`config.mk`:
```
export PLATFORM = sky130hd
export DESIGN_NAME = lrbd_back
export DESIGN_NICKNAME = d
export VERILOG_FILES = /design/src/rtl/lrbd_pkg.sv /design/src/rtl/lrbd_back.sv
export SDC_FILE = /design/constraint.sdc
export NUM_CORES = 1
export LEC_CHECK = 0
export BUFFER_PORTS_ARGS = -buffer_cell sky130_fd_sc_hd__buf_4
export CORE_ASPECT_RATIO = 0.7
export CORE_MARGIN = 3
export CORE_UTILIZATION = 35
export DETAILED_ROUTE_END_ITERATION = 7
export GPL_TIMING_DRIVEN = 1
export PLACE_DENSITY_LB_ADDON = 0.12
export SETUP_SLACK_MARGIN = 0.1
export SLEW_MARGIN = 15
export SYNTH_ARGS = -nofsm -noshare
export SYNTH_HDL_FRONTEND = slang
export SYNTH_SLANG_ARGS = --single-unit
```
`constraint.sdc`:
```
create_clock -name clk -period 4.23 [get_ports clk]
set_input_delay 0.846 -clock clk [delete_from_list [all_inputs] [get_ports clk]]
set_output_delay 0.846 -clock clk [all_outputs]
set_load 0.02 [all_outputs]
```
`src/rtl/lrbd_pkg.sv`:
```
// Package for the bounded Lehmer draw block: constants, op codes, queue entry type.
// No dependencies.
`timescale 1ns / 1ps
package lrbd_pkg;
	localparam int StateW = 31;
	localparam int BoundW = 32;
	localparam logic [15:0] LehmerMult = 16'hBC8F;
	localparam logic [30:0] LehmerMod = 31'h7FFF_FFFF;
	localparam int QDepth = 2;

	typedef enum logic [1:0] {
		OP_RAW  = 2'd0,
		OP_BYTE = 2'd1,
		OP_HALF = 2'd2,
		OP_MOD  = 2'd3
	} op_t;

	typedef struct packed {
		op_t              op;
		logic [BoundW-1:0] bound;
		logic [StateW-1:0] draw;
	} entry_t;

	typedef enum logic [1:0] {
		B_IDLE = 2'd0,
		B_DIV  = 2'd1,
		B_OUT  = 2'd2
	} bstate_t;
endpackage

```
`src/rtl/lrbd_back.sv`:
```
// Back part: narrows the draw or reduces it modulo bound with a radix-2 divider.
// Depends on lrbd_pkg.
`timescale 1ns / 1ps
module lrbd_back import lrbd_pkg::*; (
	input  logic              clk,
	input  logic              arst_n,
	input  logic              q_nempty,
	input  entry_t            q_data,
	output logic              q_pop,
	output logic              out_valid,
	input  logic              out_stall,
	output logic [StateW-1:0] value
);
	bstate_t st_q, st_nx;
	logic [StateW-1:0] val_q;
	logic [StateW-1:0] quo_q;   // dividend bits still to shift in
	logic [BoundW-1:0] rem_q;
	logic [BoundW-1:0] bnd_q;
	logic [4:0] cnt_q;
	logic [BoundW:0] trial;
	logic [BoundW:0] diff;
	logic take;

	assign take = (st_q == B_IDLE) && q_nempty;
	assign trial = {rem_q, quo_q[StateW-1]};
	assign diff = trial - {1'b0, bnd_q};

	always_comb begin
		st_nx = st_q;
		unique case (st_q)
			B_IDLE: if (q_nempty) st_nx = (q_data.op == OP_MOD && q_data.bound != '0) ? B_DIV : B_OUT;
			B_DIV:  if (cnt_q == 5'd0) st_nx = B_OUT;
			B_OUT:  if (!out_stall) st_nx = B_IDLE;
			default: st_nx = B_IDLE;
		endcase
	end

	always_comb begin
		q_pop = take;
		out_valid = (st_q == B_OUT);
		value = val_q;
	end

	always_ff @(posedge clk or negedge arst_n) begin
		if (!arst_n) st_q <= B_IDLE;
		else st_q <= st_nx;
	end

	always_ff @(posedge clk) begin
		if (take) begin
			quo_q <= q_data.draw;
			rem_q <= '0;
			bnd_q <= q_data.bound;
			cnt_q <= 5'(StateW - 1);
			unique case (q_data.op)
				OP_RAW:  val_q <= q_data.draw;
				OP_BYTE: val_q <= {23'd0, q_data.draw[7:0]};
				OP_HALF: val_q <= {15'd0, q_data.draw[15:0]};
				OP_MOD:  val_q <= '0;
				default: val_q <= '0;
			endcase
		end else if (st_q == B_DIV) begin
			// one quotient bit per cycle, restoring
			quo_q <= {quo_q[StateW-2:0], 1'b0};
			if (!diff[BoundW]) rem_q <= diff[BoundW-1:0];
			else rem_q <= trial[BoundW-1:0];
			cnt_q <= cnt_q - 5'd1;
			if (cnt_q == 5'd0)
				val_q <= !diff[BoundW] ? diff[StateW-1:0] : trial[StateW-1:0];
		end
	end
endmodule

```
==> results.py <==
metrics = {
    "synth": {
        "yosysWarnings": 0,
        "async_reset_ff_share_pct": 1.50,
        "synth_compound_area_share_pct": 17.6,
        "synth-edff-count": 94,
        "syn_nets": 877,
        "ys_types": 58,
        "synth_simple_gate_area_share_pct": 15.9,
        "synth_mux_area_share_pct": 4.18,
        "syn_inst": 774,
        "synth_flop_cell": "edfxtp_1",
        "synth-xor-area-share_pct": 2.63,
        "synth_top_family_by_area": "compound AO/OA/AOI/OAI gates",
        "yosysSeqAreaShare_pct": 49.3,
        "synth.cell_area_sq_um": 7330,
        "synth_fa_ha_area_share_pct": 5.91,
        "synth.avg_cell_area_sq_um": 9.47,
        "ys_seq_elements": 133,
    },
    "power": {
        "p_total_w": 0.00746,
        "p_per_area_nw_per_um2": 827,
        "p_leak_nw": 3.92,
        "vdd_drop_max_v": 0.000362,
    },
    "clock_tree": {
        "clk_pin_slew_ns": 0.06,
        "clock_path_buffers": 2,
        "ctsResizeCount": 0,
        "cts_max_level": 4,
        "post_cts_buffers": 0,
        "cts_buffers": 17,
        "hold_buffers": 0,
        "clk_latency_ns": 0.43,
        "clock_sinks": 133,
        "tritoncts": "yes",
        "clock_tree.root_cell": "clkbuf_16",
    },
    "routing": {
        "drc": 0,
        "drt-wirelength-per-cell_um": 18.9,
        "vias": 6172,
        "first_pass_iters": 5,
        "drtIter0Drc": 606,
        "vias_per_cell": 5.34,
        "drtAntennaViolNets": 0,
        "routed_wl_um": 21800,
    },
    "sta": {
        "finClkSkew_ns": 0.0112,
        "fmax_ghz": 0.269,
        "setup_violations": 0,
        "setup_slack_ns": 0.513,
        "fin_crit_sh_pct": 87.9,
        "finalHoldViolCount": 0,
        "holdWs_ns": 0.191,
        "relSlewSlack_pct": 39.4,
        "min_period_ns": 3.72,
        "drv_slew": 0,
        "tns_ns": 0,
        "rsz0062_at_grt": "false",
        "tightest_slew_ns": 0.909,
    },
    "critical_path": {
        "worstSetupStartpointType": "register",
        "cp-end-kind": "register",
        "regToRegStartpoint": "quo_q[30]",
        "crit_fanout": 27,
        "r2r_cells": 13,
        "r2r_end": "value[12]",
        "critPathArrivalTime_ns": 3.87,
        "crit_family": "compound AO/OA/AOI/OAI gates",
        "r2r_slack_ns": 0.51,
        "crit_buf_inv": 3,
        "cp.required_ns": 4.39,
        "slowest_delay_ns": 0.43,
        "path_cells": "inv_1, ha_1, inv_1, fa_1, a211oi_2, nor4_2, a2111oi_4, a211oi_2, o31a_1, o211ai_4, buf_12, mux2i_1, a21oi_1",
        "slowest_stage": "fa_1",
        "worst-setup-path-type": "reg -> reg",
    },
    "cells_and_area": {
        "layout-drive-gt1-share_pct": 17.7,
        "num-nets-final": 975,
        "multi_input_comb_area_sq_um": 3410,
        "fillerInstances": 2002,
        "syn_to_final_growth_pct": 23.1,
        "ff_latch_area_sq_um": 3610,
        "diodes": 0,
        "final_cell_mix": "nand2_1, buf_4, edfxtp_1",
        "final_common_cell": "nand2_1",
    },
    "placement": {
        "port-buffer-count": 101,
        "pre_cts_ws_ns": 0.597,
        "post-dp-hpwl_um": 16500,
        "place.gp.congestion": 0.869,
    },
    "worst_hold_path": {
        "min_path_type": "in -> async",
    },
    "status": {
        "status": "complete, no violations",
    },
    "die": {
        "floorplan.die_area_sq_um": 22700,
        "io_pins": 102,
        "num_rows": 43,
        "core_area_sq_um": 20200,
        "fp.dieH_um": 127,
        "start_util_pct": 36.3,
        "die_w_um": 179,
    },
    "global_route": {
        "grt_usage_pct": 19.3,
        "antenna_found_initial": 1,
        "overflow": 0,
        "grt_pass1_wl_um": 33200,
        "grt_max_degree": 57,
        "grt_pass1_vias": 5613,
    },
    "flow_run": {
        "maxCapViolCount": 0,
    },
}
-- metal layers --
| metal | vias up | track usage [%] | routed length (um) |
|---|---|---|---|
| li1 | 3000 | - | - |
| met4 | 2 | 5.45 | 266 |
| met5 | - | 0 | 13 |
| met3 | 23 | 4.10 | 1560 |
| met1 | 2936 | 34.5 | 12700 |
| met2 | 211 | 21.3 | 7250 |
-- worst register-to-register path: stages, from the launching register on --
cell and delay [ns]:
edfxtp_1 0.39, inv_1 0.09, ha_1 0.17, inv_1 0.06, fa_1 0.43, a211oi_2 0.33, nor4_2 0.11, a2111oi_4 0.41
a211oi_2 0.16, o31a_1 0.36, o211ai_4 0.21, buf_12 0.29, mux2i_1 0.33, a21oi_1 0.11
-- synthesized netlist by cell type (2+ instances only) --
library cell / n / area, sq um
o21a_1: 2 / 15.0
nand3_1: 5 / 25.0
a211oi_1: 8 / 60.1
o21ai_1: 18 / 90.1
dfrtp_1: 2 / 50.1
o211ai_1: 8 / 60.1
buf_1: 3 / 11.3
xor2_1: 4 / 35.0
o31ai_1: 2 / 15.0
and2_1: 3 / 18.8
edfxtp_1: 94 / 2820
nor2b_1: 9 / 56.3
nand2_1: 142 / 533
clkbuf_1: 28 / 105
a32oi_1: 4 / 35.0
nor4_1: 11 / 68.8
a31o_2: 2 / 17.5
dfxtp_1: 37 / 741
mux2i_1: 28 / 280
a21oi_1: 70 / 350
a2111oi_0: 4 / 35.0
a21o_1: 8 / 60.1
inv_1: 45 / 169
buf_6: 3 / 33.8
nor3_1: 16 / 80.1
or3_1: 2 / 12.5
and3_1: 15 / 93.8
nand4_1: 6 / 37.5
a221o_1: 2 / 20.0
a31oi_1: 8 / 50.1
o21ai_0: 58 / 290
nor2_1: 41 / 154
a211oi_2: 2 / 25.0
ha_1: 33 / 413
o2111ai_1: 2 / 17.5
xnor2_1: 18 / 158
o21bai_1: 3 / 22.5
nand2b_1: 8 / 50.1
-- registers in the layout (all words and copies together), names as in the netlist --
| name | count |
|---|---|
| value | 31 |
| st_q | 2 |
| quo_q | 31 |
| rem_q | 32 |
| bnd_q | 32 |
| cnt_q | 5 |
-- per-stage QoR --
step | util (%) | instance area [sq um] | instances
final | 44.7 | 9020 | 1155
after global placement | 41.6 | 8390 | 1123
after CTS | 44.7 | 9020 | 1155
after detailed placement | 41.6 | 8390 | 1123
after floorplan | - | 7330 | 774
after global routing | 44.7 | 9020 | 1155
-- kinds of logic after synthesis --
kind of cell               count (synthesis)
buffers and inverters                     80
DFF                                      133
xor gates and xnor gates                  22
and+or+nand+nor                          262
adders and majority gates                 34
muxes                                     30
AOI/OAI and AO/OA                        213
-- where the power goes --
part | total (W) | switching (W) | internal, W | leakage, nW
Combinational | 0.00344 | 0.00218 | 0.00126 | 2.39
Sequential | 0.00241 | 0.000341 | 0.00207 | 1.22
Clock | 0.00161 | 0.000616 | 0.000998 | 0.305
-- worst max-delay path by stage --
stage          slack (ns)       from  cells past startpoint   endpoint
3_3_place_gp         0.69  quo_q[30]                     13  value[17]
5_1_grt              0.30  quo_q[30]                     13  value[10]
2_1_floorplan        0.58    st_q[1]                      4   value[0]
6_report             0.51  quo_q[30]                     13  value[12]
3_5_place_dp         0.60  quo_q[30]                     13  value[10]
4_1_cts              0.55  quo_q[30]                     13  value[10]
-- layout make-up --
class | instances | area share, %
Tap cell | 270 | 3.74
Sequential cell | 133 | 40.1
Timing Repair Buffer | 114 | 9.63
Inverter | 45 | 1.87
Clock inverter | 13 | 2.15
Clock buffer | 19 | 4.80
Multi-Input combinational cell | 561 | 37.8
Note: power is estimated with default switching activity, not from simulation.
