## src/rtl/lrbd_pkg.sv

```systemverilog
// Package for the bounded Lehmer draw block: constants, op codes, queue entry type.
// No dependencies.
`timescale 1ns / 1ps
package lrbd_pkg;
	localparam int StateW = 31;
	localparam int BoundW = 32;
	localparam logic [15:0] LehmerMult = 16'hBC8F;
	localparam logic [30:0] LehmerMod = 31'h7FFF_FFFF;
	localparam int QDepth = 2;

	typedef enum logic [1:0] {
		OP_RAW  = 2'd0,
		OP_BYTE = 2'd1,
		OP_HALF = 2'd2,
		OP_MOD  = 2'd3
	} op_t;

	typedef struct packed {
		op_t              op;
		logic [BoundW-1:0] bound;
		logic [StateW-1:0] draw;
	} entry_t;

	typedef enum logic [1:0] {
		B_IDLE = 2'd0,
		B_DIV  = 2'd1,
		B_OUT  = 2'd2
	} bstate_t;
endpackage

```

## src/rtl/lrbd_front.sv

```systemverilog
// Front part: holds generator state, loads seeds, advances it once per accepted item.
// Depends on lrbd_pkg.
`timescale 1ns / 1ps
module lrbd_front import lrbd_pkg::*; (
	input  logic              clk,
	input  logic              arst_n,
	input  logic              in_valid,
	output logic              in_stall,
	input  op_t               op,
	input  logic [BoundW-1:0] bound,
	input  logic              seed_we,
	input  logic [31:0]       seed,
	output logic              q_push,
	output entry_t            q_data,
	input  logic              q_full
);
	logic [StateW-1:0] state_q;
	logic [46:0] prod;
	logic [31:0] fold;
	logic [31:0] fold_r;
	logic [StateW-1:0] next_state;
	logic [31:0] sd_fold;
	logic [31:0] sd_r;
	logic [StateW-1:0] seed_state;

	assign in_stall = q_full;
	assign q_push = in_valid && !q_full;

	// Mersenne fold: high part from bit 31 up added to the low 31 bits
	assign prod = {16'd0, state_q} * {31'd0, LehmerMult};
	assign fold = {16'd0, prod[46:31]} + {1'b0, prod[30:0]};
	assign fold_r = (fold >= {1'b0, LehmerMod}) ? fold - {1'b0, LehmerMod} : fold;
	assign next_state = fold_r[StateW-1:0];

	// seed mod 2^31-1 by folding bit 31 back in, at most one subtract
	assign sd_fold = {31'd0, seed[31]} + {1'b0, seed[30:0]};
	always_comb begin
		sd_r = sd_fold;
		if (sd_r >= {1'b0, LehmerMod}) sd_r = sd_r - {1'b0, LehmerMod};
		seed_state = (sd_r[30:0] == '0) ? 31'd1 : sd_r[30:0];
	end

	always_ff @(posedge clk or negedge arst_n) begin
		if (!arst_n) begin
			state_q <= 31'd1;
		end else if (seed_we) begin
			state_q <= seed_state;
		end else if (q_push) begin
			state_q <= next_state;
		end
	end

	assign q_data = '{op: op, bound: bound, draw: next_state};
endmodule

```

## config.mk

```make
export PLATFORM = sky130hd
export DESIGN_NAME = lrbd_front
export DESIGN_NICKNAME = d
export VERILOG_FILES = /design/src/rtl/lrbd_pkg.sv /design/src/rtl/lrbd_front.sv
export SDC_FILE = /design/constraint.sdc
export NUM_CORES = 1
export LEC_CHECK = 0
export ABC_AREA = 1
export BUFFER_PORTS_ARGS = -buffer_cell sky130_fd_sc_hd__buf_4
export CAP_MARGIN = 20
export CORE_ASPECT_RATIO = 1.25
export CORE_MARGIN = 2
export CORE_UTILIZATION = 40
export DETAILED_ROUTE_END_ITERATION = 10
export GPL_TIMING_DRIVEN = 1
export PLACE_DENSITY = 0.59
export REMOVE_ABC_BUFFERS = 1
export SLEW_MARGIN = 20
export SYNTH_ARGS = -nofsm -noshare
export SYNTH_HDL_FRONTEND = slang
export SYNTH_SLANG_ARGS = --single-unit
```

## constraint.sdc

```tcl
create_clock -name clk -period 11.1 [get_ports clk]
set_input_delay 1.665 -clock clk [delete_from_list [all_inputs] [get_ports clk]]
set_output_delay 1.665 -clock clk [all_outputs]
set_load 0.005 [all_outputs]
```

==> results.cfg, run 1 <==
[finish]
largest_register = state_q
final_util = 0.458
largest_reg_flops = 31
diodes = 0
fin_cells = 2715
final_area_um2 = 17000
largest_registers = state_q: 31 flops
layout.nets = 2696
area_growth_pct = 13.3
drive_above_1_share = 0.147

[critical_path]
cp_data_arrival_time_ns = 9.20
endpoint_kind = output pin
startpoint_type = flip-flop
r2r-start = state_q[16]
worstSetupPathType = reg2out
worstRegToRegCells = 44
reg2reg_to = state_q[14]
worstPathRequired_ns = 9.44
rrSetupSlack_ns = 1.70
critPathMaxStageDelay_ns = 0.62
cpMaxStageDelayCell = fa_1
cp_max_fo = 9

[routing]
drt-total-wl_um = 53200
final_antenna_net_count = 0
dr.first_iter.drc_count = 1047
first_pass_iters = 7
num_vias = 13943
via_per_inst = 5.14
wl_per_cell_um = 19.6
drc = 0

[floorplan]
initial_core_util = 0.404
fp.dieW_um = 177
fp.dieArea_um2 = 39100
core_area_um2 = 37200
die_height_um = 221
rows = 79
io_pins = 138

[clock_tree]
numCtsBuffers = 5
clock_path_buffers = 2
clk_latency_ns = 0.30
htree_levels = 2
clk_pin_slew_ns = 0.06
cts-hold-fix-buffers = 0
cts_root_buf = clkbuf_16
cts.sinks = 31
cts_tree = yes

[logic_synthesis]
ys_async_sr_fraction = 1.00
synthAdderAreaFrac = 0.426
synth_edf_count = 0
synth-seq-cells = 31
synthMuxAreaShare = 0
ys_seq_area_frac = 0.0517
synth_cell_type_count = 50
synth_area_per_cell_um2 = 7.02
synth-simple-area-share = 0.293
syn-cell-area_um2 = 15000
yosys_warnings = 0
postSynthCellCount = 2141
synth-compound-area-share = 0.0452
synth_ff_type = dfrtp_1
synth_top_family_by_area = adder cells
synth_xor_area_frac = 0.0332

[timing]
finalCritPeriodShare = 0.979
post-route-min-period_ns = 10.86
tightest_slew_ns = 0.714
fmax_ghz = 0.0920
maxSlewViolCount = 0
setup_violations = 0
fin_skew_ns = 0.0127
hold-worst-slack_ns = 0.587
hold_violations = 0
maxSlewHeadroom = 0.523

[grt]
overflow = 0
grt_pass1_wl_um = 83100
antenna_found_initial = 0
grt_max_degree = 43
first_global_vias = 14563
grt_usage = 0.283

[hold_path]
hp-class = reg2reg
hp-start = state_q[5]
hold_path_depth = 2
min_to = state_q[5]

[outcome]
status = completed

[place]
dp.cells = 2686
portBuffers = 69
hpwl_um = 47000
gp_congestion = 0.965
placed_area_um2 = 16100

[job]
maxCapViolCount = 0
metrics by stage:
step	setup slack, ns	TNS (ns)
after CTS	0.00481	0
final	0.236	0
after floorplan	1.35	0
after global routing	-0.0473	-0.221
after global placement	-0.146	-1.14
after detailed placement	-0.114	-0.584
how the worst max path moves through the flow:
stage	startpoint	endpoint	slack, ns
floorplan	state_q[8]	q_data[16]	1.35
global placement	state_q[10]	q_data[14]	-0.15
detailed placement	state_q[9]	q_data[14]	-0.11
CTS	state_q[3]	q_data[13]	0.005
global route	state_q[6]	q_data[29]	-0.05
finish	state_q[16]	q_data[19]	0.24
cell families (layout without fill, tap and decap cells):
kind of cell,after synthesis,after routing
buffers and inverters,560,648
adder cells (fa/ha/maj),397,397
flip-flops,31,31
XOR/XNOR,57,57
AO/OA/AOI/OAI,120,120
AND/OR/NAND/NOR,976,976
worst max-delay path: cells and delay by family (launching register included):
family,cells,cell delay (ns)
simple gates,17,1.85
buf+inv,10,1.01
xor+xnor,1,0.33
compound gates,8,1.34
flops,1,0.48
fa+ha+maj,8,3.88
cells in the final DEF, fill, tap and decap left out, drive strengths merged, types with 6 or more instances in the layout:
| cell type | n |
|---|---|
| nand3b | 18 |
| clkbuf | 7 |
| dfrtp | 30 |
| and2 | 13 |
| nor3 | 27 |
| a31oi | 11 |
| xnor2 | 17 |
| nand3 | 165 |
| inv | 501 |
| xor2 | 40 |
| o21ai | 22 |
| buf | 133 |
| a21oi | 66 |
| nor2 | 151 |
| o21bai | 6 |
| ha | 206 |
| nand4 | 38 |
| fa | 191 |
| nand2 | 552 |
area by class of cell:
cell class / instances / area, um2
Multi-Input combinational cell: 1550 / 12500
Tap cell: 486 / 608
Timing Repair Buffer: 134 / 1050
Inverter: 506 / 1900
Clock inverter: 2 / 35.0
Fill cell: 3846 / 20200
Sequential cell: 31 / 791
Clock buffer: 6 / 139
synthesized netlist by cell type, types with 5 or more instances:
library cell | n | area (um2)
inv_1 | 489 | 1840
xor2_1 | 40 | 350
ha_1 | 206 | 2580
o21bai_1 | 6 | 45.0
o21ai_0 | 20 | 100
nor4_1 | 5 | 31.3
nor2_1 | 132 | 495
buf_2 | 8 | 40.0
fa_1 | 191 | 3820
and2_1 | 13 | 81.3
inv_2 | 13 | 48.8
nor3_1 | 24 | 120
nand3b_1 | 18 | 135
nand2_1 | 529 | 1990
dfrtp_1 | 30 | 751
a31oi_1 | 11 | 68.8
clkbuf_1 | 8 | 30.0
nand2_2 | 19 | 119
nand3_2 | 12 | 120
nand3_1 | 151 | 756
a21oi_1 | 64 | 320
buf_4 | 35 | 263
nor2_4 | 5 | 56.3
xnor2_1 | 17 | 149
nand4_1 | 38 | 238
nor2_2 | 13 | 81.3
routing by layer:
| metal | part of all wire | GRT usage | vias to the layer above | routed length, um |
|---|---|---|---|---|
| met5 | 0 | 0.0126 | - | 0 |
| met4 | 0.065 | 0.150 | 0 | 3440 |
| met3 | 0.050 | 0.0363 | 126 | 2660 |
| met2 | 0.49 | 0.489 | 472 | 25900 |
| met1 | 0.40 | 0.341 | 6614 | 21200 |
| li1 | - | - | 6731 | - |
repair_timing:
action                     in CTS  in global routing
gates cloned                    0                  1
buffers inserted                4                 16
pin swaps                       3                 35
setup endpoints to repair      31                 31
gates resized for setup        25                108
Power of run 1 is left out: the tool's default activity adds up to more than one toggle a clock period on the data nets, which glitch-free logic cannot reach.
==> run 2, diff against run 1 <==
ABC_AREA = 0   (was 1)
CTS_BUF_LIST = sky130_fd_sc_hd__clkbuf_4 sky130_fd_sc_hd__clkbuf_8   (was not set)
==> run 2 against run 1 <==
The flow now finishes with violations (setup timing). Cell count down 4.2%. Maximum frequency down 4.9%. Largest cell class unchanged. Routed wire length up 12%.
==> results.cfg, run 2 <==
[critical_path]
startpoint_type = flip-flop
critPathMaxStageDelay_ns = 0.56
cp_top_family = adder cells
cp_max_fo = 5
worstPathRequired_ns = 9.44
worst-path-buf-inv = 9
cp_data_arrival_time_ns = 9.76
cpMaxStageDelayCell = fa_1
endpoint_kind = output pin
worstSetupPathType = reg2out
cp_common_cell = fa_1

[timing]
finalCritPeriodShare = 1.03
post-route-min-period_ns = 11.43
finalSetupTns_ns = -6.16
setup_violations = 31
maxSlewViolCount = 0
rsz0062_at_grt = yes
layout_setup_ws_ns = -0.326
hold_violations = 0
fmax_ghz = 0.0875
fin_skew_ns = 0.00452
maxSlewHeadroom = 0.464
tightest_slew_ns = 0.801

[clock_tree]
clk_pin_slew_ns = 0.08
numCtsBuffers = 5
clock_path_buffers = 2
cts-hold-fix-buffers = 0
clk_latency_ns = 0.30
cts.sinks = 31
cts_tree = yes
cts_root_buf = clkbuf_8
htree_levels = 2

[grt]
grt_usage = 0.307
first_global_vias = 15147
grt_max_degree = 32
grt_pass1_wl_um = 89500
overflow = 0
antenna_found_initial = 0

[routing]
dr.first_iter.drc_count = 945
final_antenna_net_count = 0
drc = 0
num_vias = 14843
first_pass_iters = 5
wl_per_cell_um = 23.0
via_per_inst = 5.71
drt-total-wl_um = 59700

[job]
maxCapViolCount = 0

[finish]
largest_reg_flops = 31
diodes = 0
area_growth_pct = 28.0
mostFrequentLayoutCell = buf_4
largest_register = state_q
final_util = 0.516
layout.nets = 2582
drive_above_1_share = 0.276
largest_registers = state_q: 31 flops
fin_cells = 2601
final_cell_mix = buf_4, inv_1, ha_1

[logic_synthesis]
yosysMostFrequentCell = inv_1
synth_top_area_frac = 0.256
synth_edf_count = 0
ys_seq_area_frac = 0.0520
synth_common_cells = inv_1, ha_1, fa_1
synth_cell_type_count = 91
synth_area_per_cell_um2 = 8.30
synth_area_leaders = fa_1, ha_1, inv_1
postSynthCellCount = 1798
yosys_warnings = 0
ys_async_sr_fraction = 1.00
syn-cell-area_um2 = 14900
synth_top_cell_by_area = fa_1
synth_ff_type = dfrtp_1
synth-seq-cells = 31

[floorplan]
die_height_um = 220
fp.dieArea_um2 = 38900
initial_core_util = 0.403
rows = 79
io_pins = 138
fp.dieW_um = 177
core_area_um2 = 37100

[place]
dp.cells = 2547
hpwl_um = 51500
portBuffers = 69
gp_congestion = 1.01

[outcome]
violations = setup timing
status = complete, but fails checks

[hold_path]
hp-class = reg2reg
## run 2: metal layers
layer | share of wire | wire length [um] | track usage
met5 | 0 | 0 | 0
met2 | 0.49 | 29400 | 0.540
met3 | 0.054 | 3260 | 0.0357
met1 | 0.40 | 23700 | 0.377
met4 | 0.057 | 3400 | 0.134
## run 2: through the flow
stage	cell area, um2	hold slack (ns)	worst slack (ns)
2_1_floorplan	14400	0.585	-0.356
3_3_place_gp	17700	0.639	-0.483
3_5_place_dp	17700	0.662	-0.662
4_1_cts	18300	0.679	-0.309
5_1_grt	19100	0.694	-0.664
6_report	19100	0.668	-0.326
## run 2: repair_timing
action,CTS,global route
gates resized for setup,89,123
pin swaps,71,88
setup endpoints to repair,31,31
endpoints found under the hold margin,0,0
setup buffers,17,30
## run 2: logic make-up after synthesis
logic type               after synthesis  share of synthesized area
AND/OR/NAND/NOR                      501                      0.174
multiplexers                          14                    0.00980
buffers and inverters                386                      0.108
adder cells (fa/ha/maj)              397                      0.429
AO/OA/AOI/OAI                        375                      0.173
flip-flops                            31                     0.0520
XOR/XNOR                              94                     0.0551
## run 2: path summary, 6_finish.rpt
kind | from | end | slack (ns) | cells after the start
max in group asynchronous | arst_n | state_q[6] | 9.43 | 1
min reg2reg | state_q[4] | state_q[4] | 0.67 | 2
min | state_q[4] | state_q[4] | 0.67 | 2
max | state_q[7] | q_data[4] | -0.33 | 38
max reg2reg | state_q[7] | state_q[4] | 0.93 | 41
min in group asynchronous | arst_n | state_q[21] | 1.32 | 1
## run 2: tightest hold or removal path: stages, from the launching register on
cell     delay (ns)
dfrtp_1        0.38
buf_4          0.13
a221o_1        0.13
## run 2: final cells by class
class                           count  area, um2
Multi-Input combinational cell   1381      13400
Tap cell                          486        608
Inverter                          300       1130
Clock inverter                      1       7.51
Clock buffer                        7       96.3
Fill cell                        3617      18000
Timing Repair Buffer              395       3090
Sequential cell                    31        786
Power of run 2 is left out for the same reason.
==> run 3, diff against run 2 <==
CORE_UTILIZATION = 46   (was 40)
PLACE_DENSITY = 0.66   (was 0.59)
SLEW_MARGIN = not set   (was 20)
==> run 3 against run 2 <==
The flow still finishes with violations (setup timing). Core utilization grew 8.1 points. Sequential share of layout area about the same. Non-clock buffer count down 20. Critical path depth shrank 1. Cell count fell by 3.6%. Worst hold slack gained 0.012 ns. First-iteration DRC count grew 27%. Die area decreased by 13%. Flip-flop and latch count is the same. Clock skew up 0.0079 ns. Worst setup slack lost 0.0013 ns.
==> results.cfg, run 3 (synthesis results as in run 2) <==
[finish]
fin_cells = 2508
area_growth_pct = 27.4
drive_above_1_share = 0.276
mostFrequentLayoutCell = buf_4
largest_register = state_q
fillers = 2823
largest_reg_flops = 31
layout.nets = 2562
final_cell_mix = buf_4, inv_1, ha_1
largest_registers = state_q: 31 flops

[timing]
fin_skew_ns = 0.0125
fmax_ghz = 0.0875
hold-worst-slack_ns = 0.680
layout_setup_ws_ns = -0.327
hold_violations = 0
rsz0062_at_grt = yes
finalSetupTns_ns = -6.82
finalCritPeriodShare = 1.03
post-route-min-period_ns = 11.43
maxSlewHeadroom = 0.0737
tightest_slew_ns = 1.38
maxSlewViolCount = 0
setup_violations = 31

[grt]
grtUsageMet2 = 0.554
first_global_vias = 14890
antenna_found_initial = 0
overflow = 0
busiest_layer = met2
grt_pass1_wl_um = 85300
met1_usage = 0.423
grt_max_degree = 32
globalRouteMet3Util = 0.0439
grt_usage = 0.335

[clock_tree]
cts.sinks = 31
cts_root_buf = clkbuf_8
clk_latency_ns = 0.30
htree_levels = 2
cts_tree = yes
cts-hold-fix-buffers = 0
clk_pin_slew_ns = 0.07
numCtsBuffers = 5
clock_path_buffers = 2

[hold_path]
hp-start = state_q[16]
hp-class = reg2reg
min_to = state_q[16]
hold_path_depth = 2

[place]
hpwl_um = 47600
gp_congestion = 1.07
dp.cells = 2440
portBuffers = 69
detailedPlace.worstSlack_ns = -0.561

[routing]
final_antenna_net_count = 0
drc = 0
via_per_inst = 5.95
num_vias = 14924
wl_per_cell_um = 22.7
drt-total-wl_um = 56900
first_pass_iters = 6
dr.first_iter.drc_count = 1201

[critical_path]
endpoint_kind = output pin
cp_common_cell = fa_1
r2r-start = state_q[7]
cp_max_fo = 8
critPathMaxStageDelay_ns = 0.62
worstRegToRegCells = 40
worstPathRequired_ns = 9.44
cp_data_arrival_time_ns = 9.76
rrSetupSlack_ns = 1.02
startpoint_type = flip-flop
reg2reg_to = state_q[13]
cpMaxStageDelayCell = fa_1
worstSetupPathType = reg2out

[floorplan]
initial_core_util = 0.468
die_height_um = 205
fp.dieW_um = 165
core_area_um2 = 31900
rows = 73
io_pins = 138
fp.dieArea_um2 = 33900

[outcome]
status = complete, but fails checks
violations = setup timing

[job]
maxCapViolCount = 0
[run 3: cell types whose count changed in the layout (fill, tap and decap cells not counted), sizes merged]
cell | previous run | this run
buf | 395 | 373
bufbuf | 0 | 1
clkinv | 1 | 2
diode | 0 | 1
[run 3: final cells by class]
class | instances | area [um2] | area share
multi-input cells | 1381 | 13500 | 0.709
well taps | 412 | 515 | 0.0271
flip-flops and latches | 31 | 787 | 0.0414
inverters | 300 | 1130 | 0.0593
diodes | 1 | 2.50 | 0.000132
clock inverters | 2 | 12.5 | 0.000658
clock buffers | 6 | 76.3 | 0.00401
repair buffers | 375 | 3020 | 0.159
[run 3: how the worst max path moves through the flow]
stage	slack [ns]	to	from
final	-0.33	q_data[25]	state_q[7]
after global routing	-0.70	q_data[25]	state_q[8]
after CTS	-0.17	q_data[4]	state_q[6]
after detailed placement	-0.56	q_data[15]	state_q[7]
after global placement	-0.38	q_data[4]	state_q[5]
after floorplan	-0.36	q_data[15]	state_q[7]
[run 3: routing by layer]
metal	up-vias	part of all wire	routed length, um
li1	6769	-	-
met1	7256	0.39	22000
met2	711	0.48	27100
met3	188	0.069	3940
met4	0	0.066	3780
met5	-	0	0
[run 3: worst max-delay path: cells and delay by family (launching register included)]
family                     cells  cell delay (ns)
and+or+nand+nor                6             1.58
buffers and inverters          9             0.97
adders and majority gates      8             3.67
AOI/OAI and AO/OA             13             2.59
DFF                            1             0.44
xor gates and xnor gates       1             0.15
[run 3: what timing repair did]
item                                    CTS  global route
endpoints found under the setup margin   31            31
resized for setup                       131           116
gates cloned                              2             0
buffers inserted                         23            34
pin swaps                                78            71
[run 3: metrics by stage]
stage	util	area [um2]
finish	0.597	19000
global route	0.597	19000
CTS	0.572	18200
detailed placement	0.545	17400
global placement	0.545	17400
floorplan	-	14400
Power of run 3 is left out for the same reason.
