File: src/rtl/lrbd_pkg.sv
// Package for the bounded Lehmer draw block: constants, op codes, queue entry type.
// No dependencies.
`timescale 1ns / 1ps
package lrbd_pkg;
	localparam int StateW = 31;
	localparam int BoundW = 32;
	localparam logic [15:0] LehmerMult = 16'hBC8F;
	localparam logic [30:0] LehmerMod = 31'h7FFF_FFFF;
	localparam int QDepth = 2;

	typedef enum logic [1:0] {
		OP_RAW  = 2'd0,
		OP_BYTE = 2'd1,
		OP_HALF = 2'd2,
		OP_MOD  = 2'd3
	} op_t;

	typedef struct packed {
		op_t              op;
		logic [BoundW-1:0] bound;
		logic [StateW-1:0] draw;
	} entry_t;

	typedef enum logic [1:0] {
		B_IDLE = 2'd0,
		B_DIV  = 2'd1,
		B_OUT  = 2'd2
	} bstate_t;
endpackage

File: src/rtl/lrbd_queue.sv
// Two-entry FIFO between the front and back parts.
// Depends on lrbd_pkg.
`timescale 1ns / 1ps
module lrbd_queue import lrbd_pkg::*; (
	input  logic   clk,
	input  logic   arst_n,
	input  logic   push,
	input  entry_t wdata,
	output logic   full,
	input  logic   pop,
	output logic   nempty,
	output entry_t rdata
);
	entry_t mem_q [QDepth];
	logic wp_q, rp_q;
	logic [1:0] cnt_q;

	assign full = (cnt_q == 2'(QDepth));
	assign nempty = (cnt_q != 2'd0);
	assign rdata = mem_q[rp_q];

	always_ff @(posedge clk) begin
		if (push) mem_q[wp_q] <= wdata;
	end

	always_ff @(posedge clk or negedge arst_n) begin
		if (!arst_n) begin
			wp_q <= 1'b0;
			rp_q <= 1'b0;
			cnt_q <= 2'd0;
		end else begin
			if (push) wp_q <= ~wp_q;
			if (pop) rp_q <= ~rp_q;
			cnt_q <= cnt_q + 2'(push) - 2'(pop);
		end
	end
endmodule

File: config.mk
export PLATFORM = sky130hd
export DESIGN_NAME = lrbd_queue
export DESIGN_NICKNAME = d
export VERILOG_FILES = /design/src/rtl/lrbd_pkg.sv /design/src/rtl/lrbd_queue.sv
export SDC_FILE = /design/constraint.sdc
export NUM_CORES = 1
export LEC_CHECK = 0
export ABC_AREA = 1
export ABC_CLOCK_PERIOD_IN_PS = 9400
export BUFFER_PORTS_ARGS = -buffer_cell sky130_fd_sc_hd__buf_2
export CAP_MARGIN = 5
export CORE_MARGIN = 3
export CORE_UTILIZATION = 56
export DETAILED_ROUTE_END_ITERATION = 10
export GPL_TIMING_DRIVEN = 1
export PLACE_DENSITY_LB_ADDON = 0.15
export SYNTH_ARGS = -nofsm -noshare
export SYNTH_HDL_FRONTEND = slang
export SYNTH_SLANG_ARGS = --single-unit
export TNS_END_PERCENT = 5
File: constraint.sdc
create_clock -name clk -period 9.4 [get_ports clk]
set_clock_uncertainty 0.15 [all_clocks]
set_input_delay 0 -clock clk [delete_from_list [all_inputs] [get_ports clk]]
set_output_delay 0 -clock clk [all_outputs]
set_load 0.005 [all_outputs]
==> impl_metrics.csv, run 1 <==
group,metric,value,unit
detailed_routing,highest_layer,"met4",
hold_path,hold_depth,2,
logic_synthesis,synthesis.area,0.00502,mm^2
placement,routabilityCongestion,0.741,
logic_synthesis,syn_nets,435,
cells_and_area,synthToLayoutAreaGrowth,41.7,%
timing,tightestPinTransition,1150,ps
cells_and_area,final_nets,646,
logic_synthesis,synth_adder_area_share,0.00498,
logic_synthesis,synth-simple-area-share,0.0563,
floorplan,die_w,101,um
cts,post-cts-setup-buffers,0,
detailed_routing,drt_iter0_markers,139,
critical_path,worstReg2RegEnd,"mem_q[0][1]",
floorplan,die_h,101,um
timing,tns,0,ps
cts,ctsHoldBuffers,69,
placement,dpl_cell_area,0.00576,mm^2
logic_synthesis,avgSynthCellArea,13.8,um^2
cells_and_area,final.fill_count,436,
timing,rsz0062_at_grt,"false",
cells_and_area,instances_no_fill,692,
power_and_ir_drop,power.density,290,mW/mm^2
cts,cts_buffer_depth,2,
global_route,antenna_found_initial,0,
floorplan,start_util,0.594,
floorplan,ios,136,
logic_synthesis,synth_top_family_by_area,"buffers and inverters",
placement,pre_cts_ws,7080,ps
critical_path,crit_type,"register to output port",
critical_path,slowest_delay,1110,ps
cells_and_area,finalInstanceArea,0.00712,mm^2
power_and_ir_drop,peakVddDrop,0.000268,V
critical_path,r2r_setup_slack,7110,ps
cts,cts_sinks,134,
cts,clock_latency,500,ps
detailed_routing,first_pass_iters,5,
power_and_ir_drop,p_total,2.07,mW
detailed_routing,wl_met1,4050,um
critical_path,crit_fanout,131,
critical_path,required,9250,ps
critical_path,r2r-start,"wp_q",
critical_path,slowest_stage,"dfrtp_4",
logic_synthesis,synth_compound_area_frac,0.0647,
hold_path,hold_end,"mem_q[0][9]",
cts,h-tree-depth,4,
placement,place_inst,592,
detailed_routing,drt-total-wl,10500,um
logic_synthesis,synthDistinctLibCells,13,
logic_synthesis,synth_cells,364,
timing,whs,67.9,ps
hold_path,hold_class,"input port to register",
floorplan,num_rows,33,
cts,cts_buffers,17,
timing,hold_violations,0,
detailed_routing,viasPerCell,4.87,
floorplan,core_area,0.00846,mm^2
cells_and_area,antenna_cells,0,
timing,layout_setup_ws,6990,ps
timing,finalSetupViolations,0,
global_route,grt_pass1_vias,3400,
logic_synthesis,synth.mux.area_fraction,0,
critical_path,cp.arrival,2260,ps
critical_path,r2r_cells,2,
detailed_routing,met3_length,619,um
cells_and_area,fin_util,0.841,
cts,post_cts_resized,0,
global_route,grt_overflow,0,
detailed_routing,postRouteAntennaNets,0,
power_and_ir_drop,leakage,3.08,nW
critical_path,crit_chain,"o21ai_0 > buf_2",
critical_path,cp.depth,2,
placement,dp_hpwl,5860,um
logic_synthesis,yosys_warnings,0,
logic_synthesis,seq_area_frac_synth,0.797,
global_route,grt_max_degree,132,
detailed_routing,wl_per_cell,15.2,um
cts,cts_root_buf,"clkbuf_8",
global_route,grt.total_usage,0.216,
cts,path_clk_slew,60,ps
critical_path,cp-end-kind,"output port",
detailed_routing,drcViolationCount,0,
logic_synthesis,synth_xor_xnor_area_share,0.00349,
cts,cts_tree,"yes",
detailed_routing,vias,3372,
critical_path,critPathBufInv,1,
detailed_routing,wl_met2,5780,um
cells_and_area,drive_above_1_share,0.290,
placement,numPortBuffers,135,
global_route,grt_first_pass_wirelength,16200,um
hold_path,hold_path.startpoint,"wdata[9]",
timing,slew_headroom,0.235,
floorplan,dieArea,0.0101,mm^2
run,maxCapViolations,0,
critical_path,path_delay_family,"flip-flops",
logic_synthesis,synth_seq_cells,134,
critical_path,critPathLaunchType,"register",
timing,fin_crit,2410,ps
timing,slew_violations,0,
timing,fmax,415,MHz
status,status,"completed",
timing,min_period_over_period,0.256,
==> routing by layer <==
layer / vias to the layer above / track usage
met4: 0 / 0.0756
met2: 121 / 0.392
met3: 10 / 0.0657
met5: - / 0
li1: 1647 / -
met1: 1594 / 0.239
==> worst reg2reg max path: cells and delay by family (launching register included) <==
| family | cells | cell delay (ps) |
|---|---|---|
| flip-flops | 1 | 440 |
| buffers and inverters | 1 | 550 |
| AND/OR/NAND/NOR | 1 | 770 |
==> how the worst max path moves through the flow <==
stage | start | end | slack, ps
floorplan | wp_q | mem_q[0][0] | 5630
global placement | wp_q | mem_q[0][10] | 7130
detailed placement | wp_q | mem_q[0][11] | 7080
CTS | rp_q | rdata[20] | 6990
global route | rp_q | rdata[49] | 6810
finish | rp_q | rdata[49] | 6990
==> Yosys cell counts <==
cell      number  area [um^2]
dfrtp_1        4          100
buf_4          4         30.0
nand2_1       72          270
ha_1           2         25.0
xor2_1         2         17.5
edfxtp_1     130         3900
nand3_1        1         5.00
inv_1         72          270
buf_6          4         45.0
nor2_1         2         7.51
buf_2          2         10.0
o21ai_0       65          325
clkbuf_1       4         15.0
==> cells by family (layout without fill, tap and decap cells) <==
group                    after synthesis  after routing
buffers and inverters                 86            309
AO/OA/AOI/OAI                         65             65
XOR/XNOR                               2              2
adder cells (fa/ha/maj)                2              2
flip-flops                           134            134
AND/OR/NAND/NOR                       75             75
==> layout make-up <==
class / instances / area (um^2) / share of cell area
multi-input combinational: 144 / 658 / 0.0924
timing repair buffer: 206 / 1380 / 0.194
clock buffer: 18 / 418 / 0.0587
sequential: 134 / 4010 / 0.563
inverter: 72 / 270 / 0.0380
clock inverter: 13 / 254 / 0.0357
tap: 105 / 131 / 0.0185
==> placed cells by master, fill, tap and decap left out, drive strengths merged <==
cell	instances
buf	137
bufinv	7
clkbuf	18
clkinv	2
clkinvlp	4
dfrtp	4
dlygate4sd3	69
edfxtp	130
ha	2
inv	72
nand2	72
nand3	1
nor2	2
o21ai	65
xor2	2
==> power breakdown <==
part           switching [mW]  total, mW  internal (mW)
logic                   0.236      0.424          0.188
clock network           0.238      0.747          0.509
registers               0.101      0.896          0.795
==> flip-flops by register name (all words and copies together), names as in the netlist <==
name,flops
rp_q,1
wp_q,1
cnt_q,2
mem_q,130
(Power assumes the default switching activity.)
==> run 2: changes to the inputs <==
--- a/config.mk
+++ b/config.mk
@@ -5,12 +5,12 @@
 export SDC_FILE = /design/constraint.sdc
 export NUM_CORES = 1
 export LEC_CHECK = 0
-export ABC_AREA = 1
-export ABC_CLOCK_PERIOD_IN_PS = 9400
+export ABC_AREA = 0
+export ABC_CLOCK_PERIOD_IN_PS = 2100
 export BUFFER_PORTS_ARGS = -buffer_cell sky130_fd_sc_hd__buf_2
 export CAP_MARGIN = 5
 export CORE_MARGIN = 3
-export CORE_UTILIZATION = 56
+export CORE_UTILIZATION = 47
 export DETAILED_ROUTE_END_ITERATION = 10
 export GPL_TIMING_DRIVEN = 1
 export PLACE_DENSITY_LB_ADDON = 0.15
==> constraint.sdc (replaced) <==
create_clock -name clk -period 2.1 [get_ports clk]
set_clock_uncertainty 0.15 [all_clocks]
set_input_delay 0 -clock clk [delete_from_list [all_inputs] [get_ports clk]]
set_output_delay 0 -clock clk [all_outputs]
set_load 0.005 [all_outputs]
==> impl_metrics.csv, run 2 <==
group,metric,value,unit
status,status,"completed",
placement,place_inst,487,
detailed_routing,first_pass_iters,4,
critical_path,r2r_cells,2,
power_and_ir_drop,p_sw,2.26,mW
placement,dpl_cell_area,0.00595,mm^2
floorplan,die_w,110,um
detailed_routing,drcViolationCount,0,
critical_path,r2r_setup_slack,590,ps
power_and_ir_drop,power.density,1270,mW/mm^2
critical_path,crit_chain,"buf_12 > mux2_2 > buf_2",
timing,hold_violations,0,
critical_path,slowest_stage,"dfrtp_4",
timing,fin_crit,2000,ps
global_route,grt_pass1_vias,2894,
logic_synthesis,synth_common_cells,"edfxtp_1 (130), mux2_4 (40), mux2_2 (25)",
logic_synthesis,synth_top_family_by_area,"multiplexers",
cts,cts_sinks,134,
timing,tightestPinTransition,343,ps
critical_path,crit_type,"register to output port",
placement,routabilityCongestion,0.681,
critical_path,crit_fanout,24,
timing,slew_headroom,0.771,
detailed_routing,drt_iter0_markers,109,
cts,path_clk_slew,60,ps
cts,clock_latency,520,ps
detailed_routing,vias,2752,
critical_path,slowest_delay,580,ps
power_and_ir_drop,internal-power,6.93,mW
critical_path,required,1950,ps
cells_and_area,largest_reg_flops,130,
global_route,grt_overflow,0,
cts,cts_tree,"yes",
placement,dp_hpwl,5440,um
timing,slew_violations,0,
power_and_ir_drop,comb_power_share,0.276,
logic_synthesis,synth-async-reset-ratio,0.0299,
critical_path,worstReg2RegEnd,"mem_q[1][25]",
cells_and_area,drive_above_1_share,0.530,
cts,cts_buffers,17,
cells_and_area,synthToLayoutAreaGrowth,43.5,%
power_and_ir_drop,p_total,9.19,mW
global_route,antenna_found_initial,0,
detailed_routing,wl_per_cell,15.6,um
cells_and_area,instances_no_fill,589,
cts,post_cts_resized,0,
floorplan,die_h,110,um
placement,numPortBuffers,135,
hold_path,hold_path.startpoint,"wdata[9]",
power_and_ir_drop,seqPwrFrac,0.409,
logic_synthesis,seq_area_frac_synth,0.793,
floorplan,start_util,0.487,
critical_path,critPathLaunchType,"register",
critical_path,worstSetupStartpoint,"rp_q",
cells_and_area,finalInstanceArea,0.00725,mm^2
hold_path,hold_depth,2,
floorplan,dieArea,0.0120,mm^2
logic_synthesis,yosys_warnings,0,
floorplan,ios,136,
timing,fmax,500,MHz
timing,min_period_over_period,0.953,
logic_synthesis,avgSynthCellArea,23.3,um^2
floorplan,core_area,0.0104,mm^2
logic_synthesis,synth_top_area_cell,"edfxtp_1",
critical_path,cp.arrival,1850,ps
cells_and_area,reg_top3,"mem_q (130), cnt_q (2)",
hold_path,hold_end,"mem_q[1][9]",
logic_synthesis,syn_nets,288,
logic_synthesis,synth_most_common_cell,"edfxtp_1",
detailed_routing,drt-total-wl,9190,um
logic_synthesis,synthDistinctLibCells,13,
logic_synthesis,synth_xor_xnor_area_share,0.00817,
logic_synthesis,netlist.area_leader.share,0.773,
power_and_ir_drop,p_sw_frac,0.246,
cts,cts_root_buf,"clkbuf_8",
timing,rsz0062_at_grt,"false",
cells_and_area,layout_commonest_cell,"buf_2",
logic_synthesis,synth_compound_area_frac,0,
logic_synthesis,synthTopCellsByArea,"edfxtp_1 (77%), mux2_4 (12%), mux2_2 (5.6%)",
logic_synthesis,synthesis.area,0.00505,mm^2
cells_and_area,antenna_cells,0,
critical_path,cp-end-kind,"output port",
cts,cts_buffer_depth,2,
hold_path,hold_class,"input port to register",
cells_and_area,regMostFlops,"mem_q",
timing,whs,53.8,ps
logic_synthesis,synthFlopType,"edfxtp_1",
run,maxCapViolations,0,
logic_synthesis,synth.mux.area_fraction,0.175,
cells_and_area,final_nets,511,
timing,finalSetupViolations,0,
power_and_ir_drop,leakage,2.92,nW
global_route,grt.total_usage,0.163,
logic_synthesis,synth-simple-area-share,0.00495,
logic_synthesis,synth_seq_cells,134,
cts,h-tree-depth,4,
logic_synthesis,synth_cells,217,
global_route,grt_max_degree,42,
logic_synthesis,synth_edf_count,130,
timing,tns,0,ps
logic_synthesis,synth_adder_area_share,0.00495,
power_and_ir_drop,clockPowerShare,0.315,
detailed_routing,postRouteAntennaNets,0,
cells_and_area,layout_common_cells,"buf_2 (135), edfxtp_1 (130), dlygate4sd3_1 (69), mux2_4 (40), mux2_2 (25)",
global_route,grt_first_pass_wirelength,14200,um
critical_path,r2r-start,"wp_q",
cells_and_area,final.fill_count,717,
floorplan,num_rows,37,
power_and_ir_drop,peakVddDrop,0.000756,V
detailed_routing,viasPerCell,4.67,
## run 2: cell types whose count changed in the layout (fill, tap and decap cells not counted), sizes merged, moves of 4 or more
cell,change
o21ai,-65
inv,-70
nand2,-72
mux2,+65
buf,+5
bufinv,-4
clkbuf,+5
## run 2: cell type report
cell class / count / area [um^2] / area share
clock buffer: 23 / 467 / 0.0644
inverter: 2 / 7.51 / 0.00104
tap: 136 / 170 / 0.0235
sequential: 134 / 4010 / 0.553
clock inverter: 9 / 125 / 0.0173
multi-input combinational: 74 / 983 / 0.136
timing repair buffer: 211 / 1490 / 0.205
## run 2: worst max-delay path by stage
| stage | endpoint | slack, ps | cells past startpoint |
|---|---|---|---|
| after global routing | rdata[1] | 10 | 3 |
| after CTS | rdata[2] | 50 | 3 |
| after global placement | rdata[0] | 490 | 3 |
| final | rdata[1] | 100 | 3 |
| after floorplan | mem_q[1][0] | -430 | 1 |
| after detailed placement | rdata[2] | 480 | 3 |
## run 2: power by group through the flow
| stage | registers [mW] | clock network, mW | logic [mW] |
|---|---|---|---|
| 2_1_floorplan | 3.73 | 0 | 1.60 |
| 6_report | 3.76 | 2.90 | 2.53 |
| 4_1_cts | 3.76 | 2.96 | 2.59 |
| 5_1_grt | 3.81 | 3.10 | 2.76 |
| 3_5_place_dp | 3.86 | 0 | 2.39 |
| 3_3_place_gp | 3.84 | 0 | 2.38 |
## run 2: kinds of logic (layout without fill, tap and decap cells)
group,count (synthesis),in the layout
adder cells (fa/ha/maj),2,2
buffers and inverters,9,245
flip-flops,134,134
multiplexers,65,65
XOR/XNOR,3,3
AND/OR/NAND/NOR,4,4
## run 2: routing by layer
metal  routed length (um)  track usage  vias to the layer above
li1                     -            -                     1308
met1                 3710        0.189                     1321
met2                 4670        0.267                      113
met3                  718       0.0658                       10
met4                   97       0.0748                        0
met5                    0            0                        -
## run 2: critical path, delay by kind of cell (launching register included)
kind / cells / cell delay [ps]
multiplexers: 1 / 360
buffers and inverters: 2 / 380
flip-flops: 1 / 580
## run 2: what timing repair did
action | in CTS | in global routing
hold endpoints to repair | 198 | 0
setup buffers | 1 | 0
hold buffers | 69 | 0
setup endpoints to repair | 44 | 0
## run 2: stage by stage
step,setup WS (ps),util
6_report,99.0,0.699
3_3_place_gp,487,0.574
4_1_cts,48.0,0.699
2_1_floorplan,-435,-
5_1_grt,14.2,0.699
3_5_place_dp,475,0.574
==> run 3: changes to the inputs <==
--- a/config.mk
+++ b/config.mk
@@ -14,6 +14,7 @@
 export DETAILED_ROUTE_END_ITERATION = 10
 export GPL_TIMING_DRIVEN = 1
 export PLACE_DENSITY_LB_ADDON = 0.15
+export REMOVE_ABC_BUFFERS = 1
 export SYNTH_ARGS = -nofsm -noshare
 export SYNTH_HDL_FRONTEND = slang
 export SYNTH_SLANG_ARGS = --single-unit
==> impl_metrics.csv, run 3 (synthesized netlist as in run 2, its figures left out) <==
group,metric,value,unit
cells_and_area,layout_common_cells,"buf_2 (135), edfxtp_1 (130), dlygate4sd3_1 (69), mux2_4 (40), mux2_2 (25)",
critical_path,cp.arrival,1750,ps
cts,cts_buffer_depth,2,
floorplan,ios,136,
placement,numPortBuffers,135,
global_route,grt_pass1_vias,2881,
detailed_routing,wl_met1,3680,um
critical_path,cp-end-kind,"output port",
critical_path,worstReg2RegEnd,"mem_q[1][39]",
critical_path,crit_type,"register to output port",
cells_and_area,final_nets,514,
detailed_routing,vias,2719,
floorplan,core_area,0.0104,mm^2
critical_path,slowest_stage,"dfrtp_4",
timing,tightestPinTransition,397,ps
critical_path,r2r_setup_slack,520,ps
cells_and_area,finalInstanceArea,0.00717,mm^2
timing,slew_violations,0,
cts,path_clk_slew,60,ps
hold_path,hold_depth,2,
status,status,"completed",
cts,clock_latency,500,ps
global_route,grt_max_degree,43,
detailed_routing,viasPerCell,4.61,
cts,h-tree-depth,4,
power_and_ir_drop,leakage,2.90,nW
power_and_ir_drop,peakVddDrop,0.000699,V
hold_path,hold_path.startpoint,"wdata[28]",
timing,layout_setup_ws,200,ps
cells_and_area,multi_input_area,982,um^2
hold_path,hold_class,"input port to register",
cts,cts_tree,"yes",
detailed_routing,drt_iter0_markers,114,
critical_path,path_delay_family,"flip-flops",
cells_and_area,instances_no_fill,590,
timing,fin_crit,1900,ps
detailed_routing,wl_per_cell,15.5,um
cells_and_area,reg_top3,"mem_q (130), cnt_q (2)",
floorplan,die_w,110,um
cells_and_area,regMostFlops,"mem_q",
global_route,grt_overflow,0,
floorplan,die_h,110,um
hold_path,hold_end,"mem_q[0][28]",
detailed_routing,drt-total-wl,9130,um
global_route,antenna_found_initial,0,
detailed_routing,drcViolationCount,0,
cells_and_area,antenna_cells,0,
power_and_ir_drop,power.density,1230,mW/mm^2
detailed_routing,met3_length,611,um
timing,finalSetupViolations,0,
detailed_routing,postRouteAntennaNets,0,
cells_and_area,final.fill_count,716,
cells_and_area,drive_above_1_share,0.533,
critical_path,crit_chain,"buf_12 > mux2_2 > buf_2",
global_route,grt_first_pass_wirelength,14100,um
critical_path,required,1950,ps
critical_path,r2r_cells,2,
timing,min_period_over_period,0.905,
cts,post_cts_resized,0,
cts,cts_sinks,134,
timing,whs,60.7,ps
detailed_routing,first_pass_iters,4,
global_route,grt.total_usage,0.160,
placement,dp_hpwl,5760,um
cells_and_area,largest_reg_flops,130,
floorplan,start_util,0.487,
placement,place_inst,487,
critical_path,cp.depth,3,
cts,cts_buffers,17,
cells_and_area,synthToLayoutAreaGrowth,41.9,%
cells_and_area,layout_commonest_cell,"buf_2",
timing,fmax,526,MHz
timing,tns,0,ps
placement,dpl_cell_area,0.00594,mm^2
run,maxCapViolations,0,
timing,rsz0062_at_grt,"false",
placement,routabilityCongestion,0.709,
timing,slew_headroom,0.735,
critical_path,slowest_delay,490,ps
floorplan,num_rows,37,
floorplan,dieArea,0.0120,mm^2
critical_path,crit_fanout,27,
detailed_routing,wl_met2,4720,um
cells_and_area,area.sequential,0.00401,mm^2
timing,hold_violations,0,
critical_path,critPathLaunchType,"register",
critical_path,r2r-start,"wp_q",
placement,pre_cts_ws,504,ps
detailed_routing,highest_layer,"met4",
critical_path,critPathBufInv,2,
cts,cts_root_buf,"clkbuf_8",
## run 3: report_power, final
part           switching (mW)  internal, mW
logic                    1.11          1.48
registers               0.159          3.56
clock network           0.989          1.53
## run 3: cell type report
cell class	instances	share of cell area
repair buffers	214	0.208
clock inverters	12	0.0126
well taps	136	0.0237
flip-flops and latches	134	0.559
clock buffers	18	0.0583
multi-input cells	74	0.137
inverters	2	0.00105
## run 3: what timing repair did
action	in CTS	in global routing
hold endpoints to repair	159	0
endpoints found under the setup margin	0	2
setup buffers	0	4
hold buffers	69	0
## run 3: worst max-delay path by stage
stage                     start            to  slack (ps)
after global routing       rp_q     rdata[57]         120
final                      rp_q      rdata[8]         200
after CTS                  rp_q     rdata[57]          30
after floorplan            wp_q   mem_q[0][0]       -1840
after detailed placement   wp_q  mem_q[1][47]         500
after global placement     wp_q  mem_q[1][47]         530
## run 3: per-layer routing
| metal | up-vias | track usage |
|---|---|---|
| met5 | - | 0 |
| met4 | 0 | 0.0695 |
| met3 | 15 | 0.0587 |
| met2 | 88 | 0.266 |
| met1 | 1304 | 0.188 |
| li1 | 1312 | - |
## run 3: metrics by stage
step | power [mW] | util
2_1_floorplan | 5.34 | -
3_3_place_gp | 6.20 | 0.573
3_5_place_dp | 6.25 | 0.573
4_1_cts | 8.88 | 0.688
5_1_grt | 9.28 | 0.691
6_report | 8.82 | 0.691
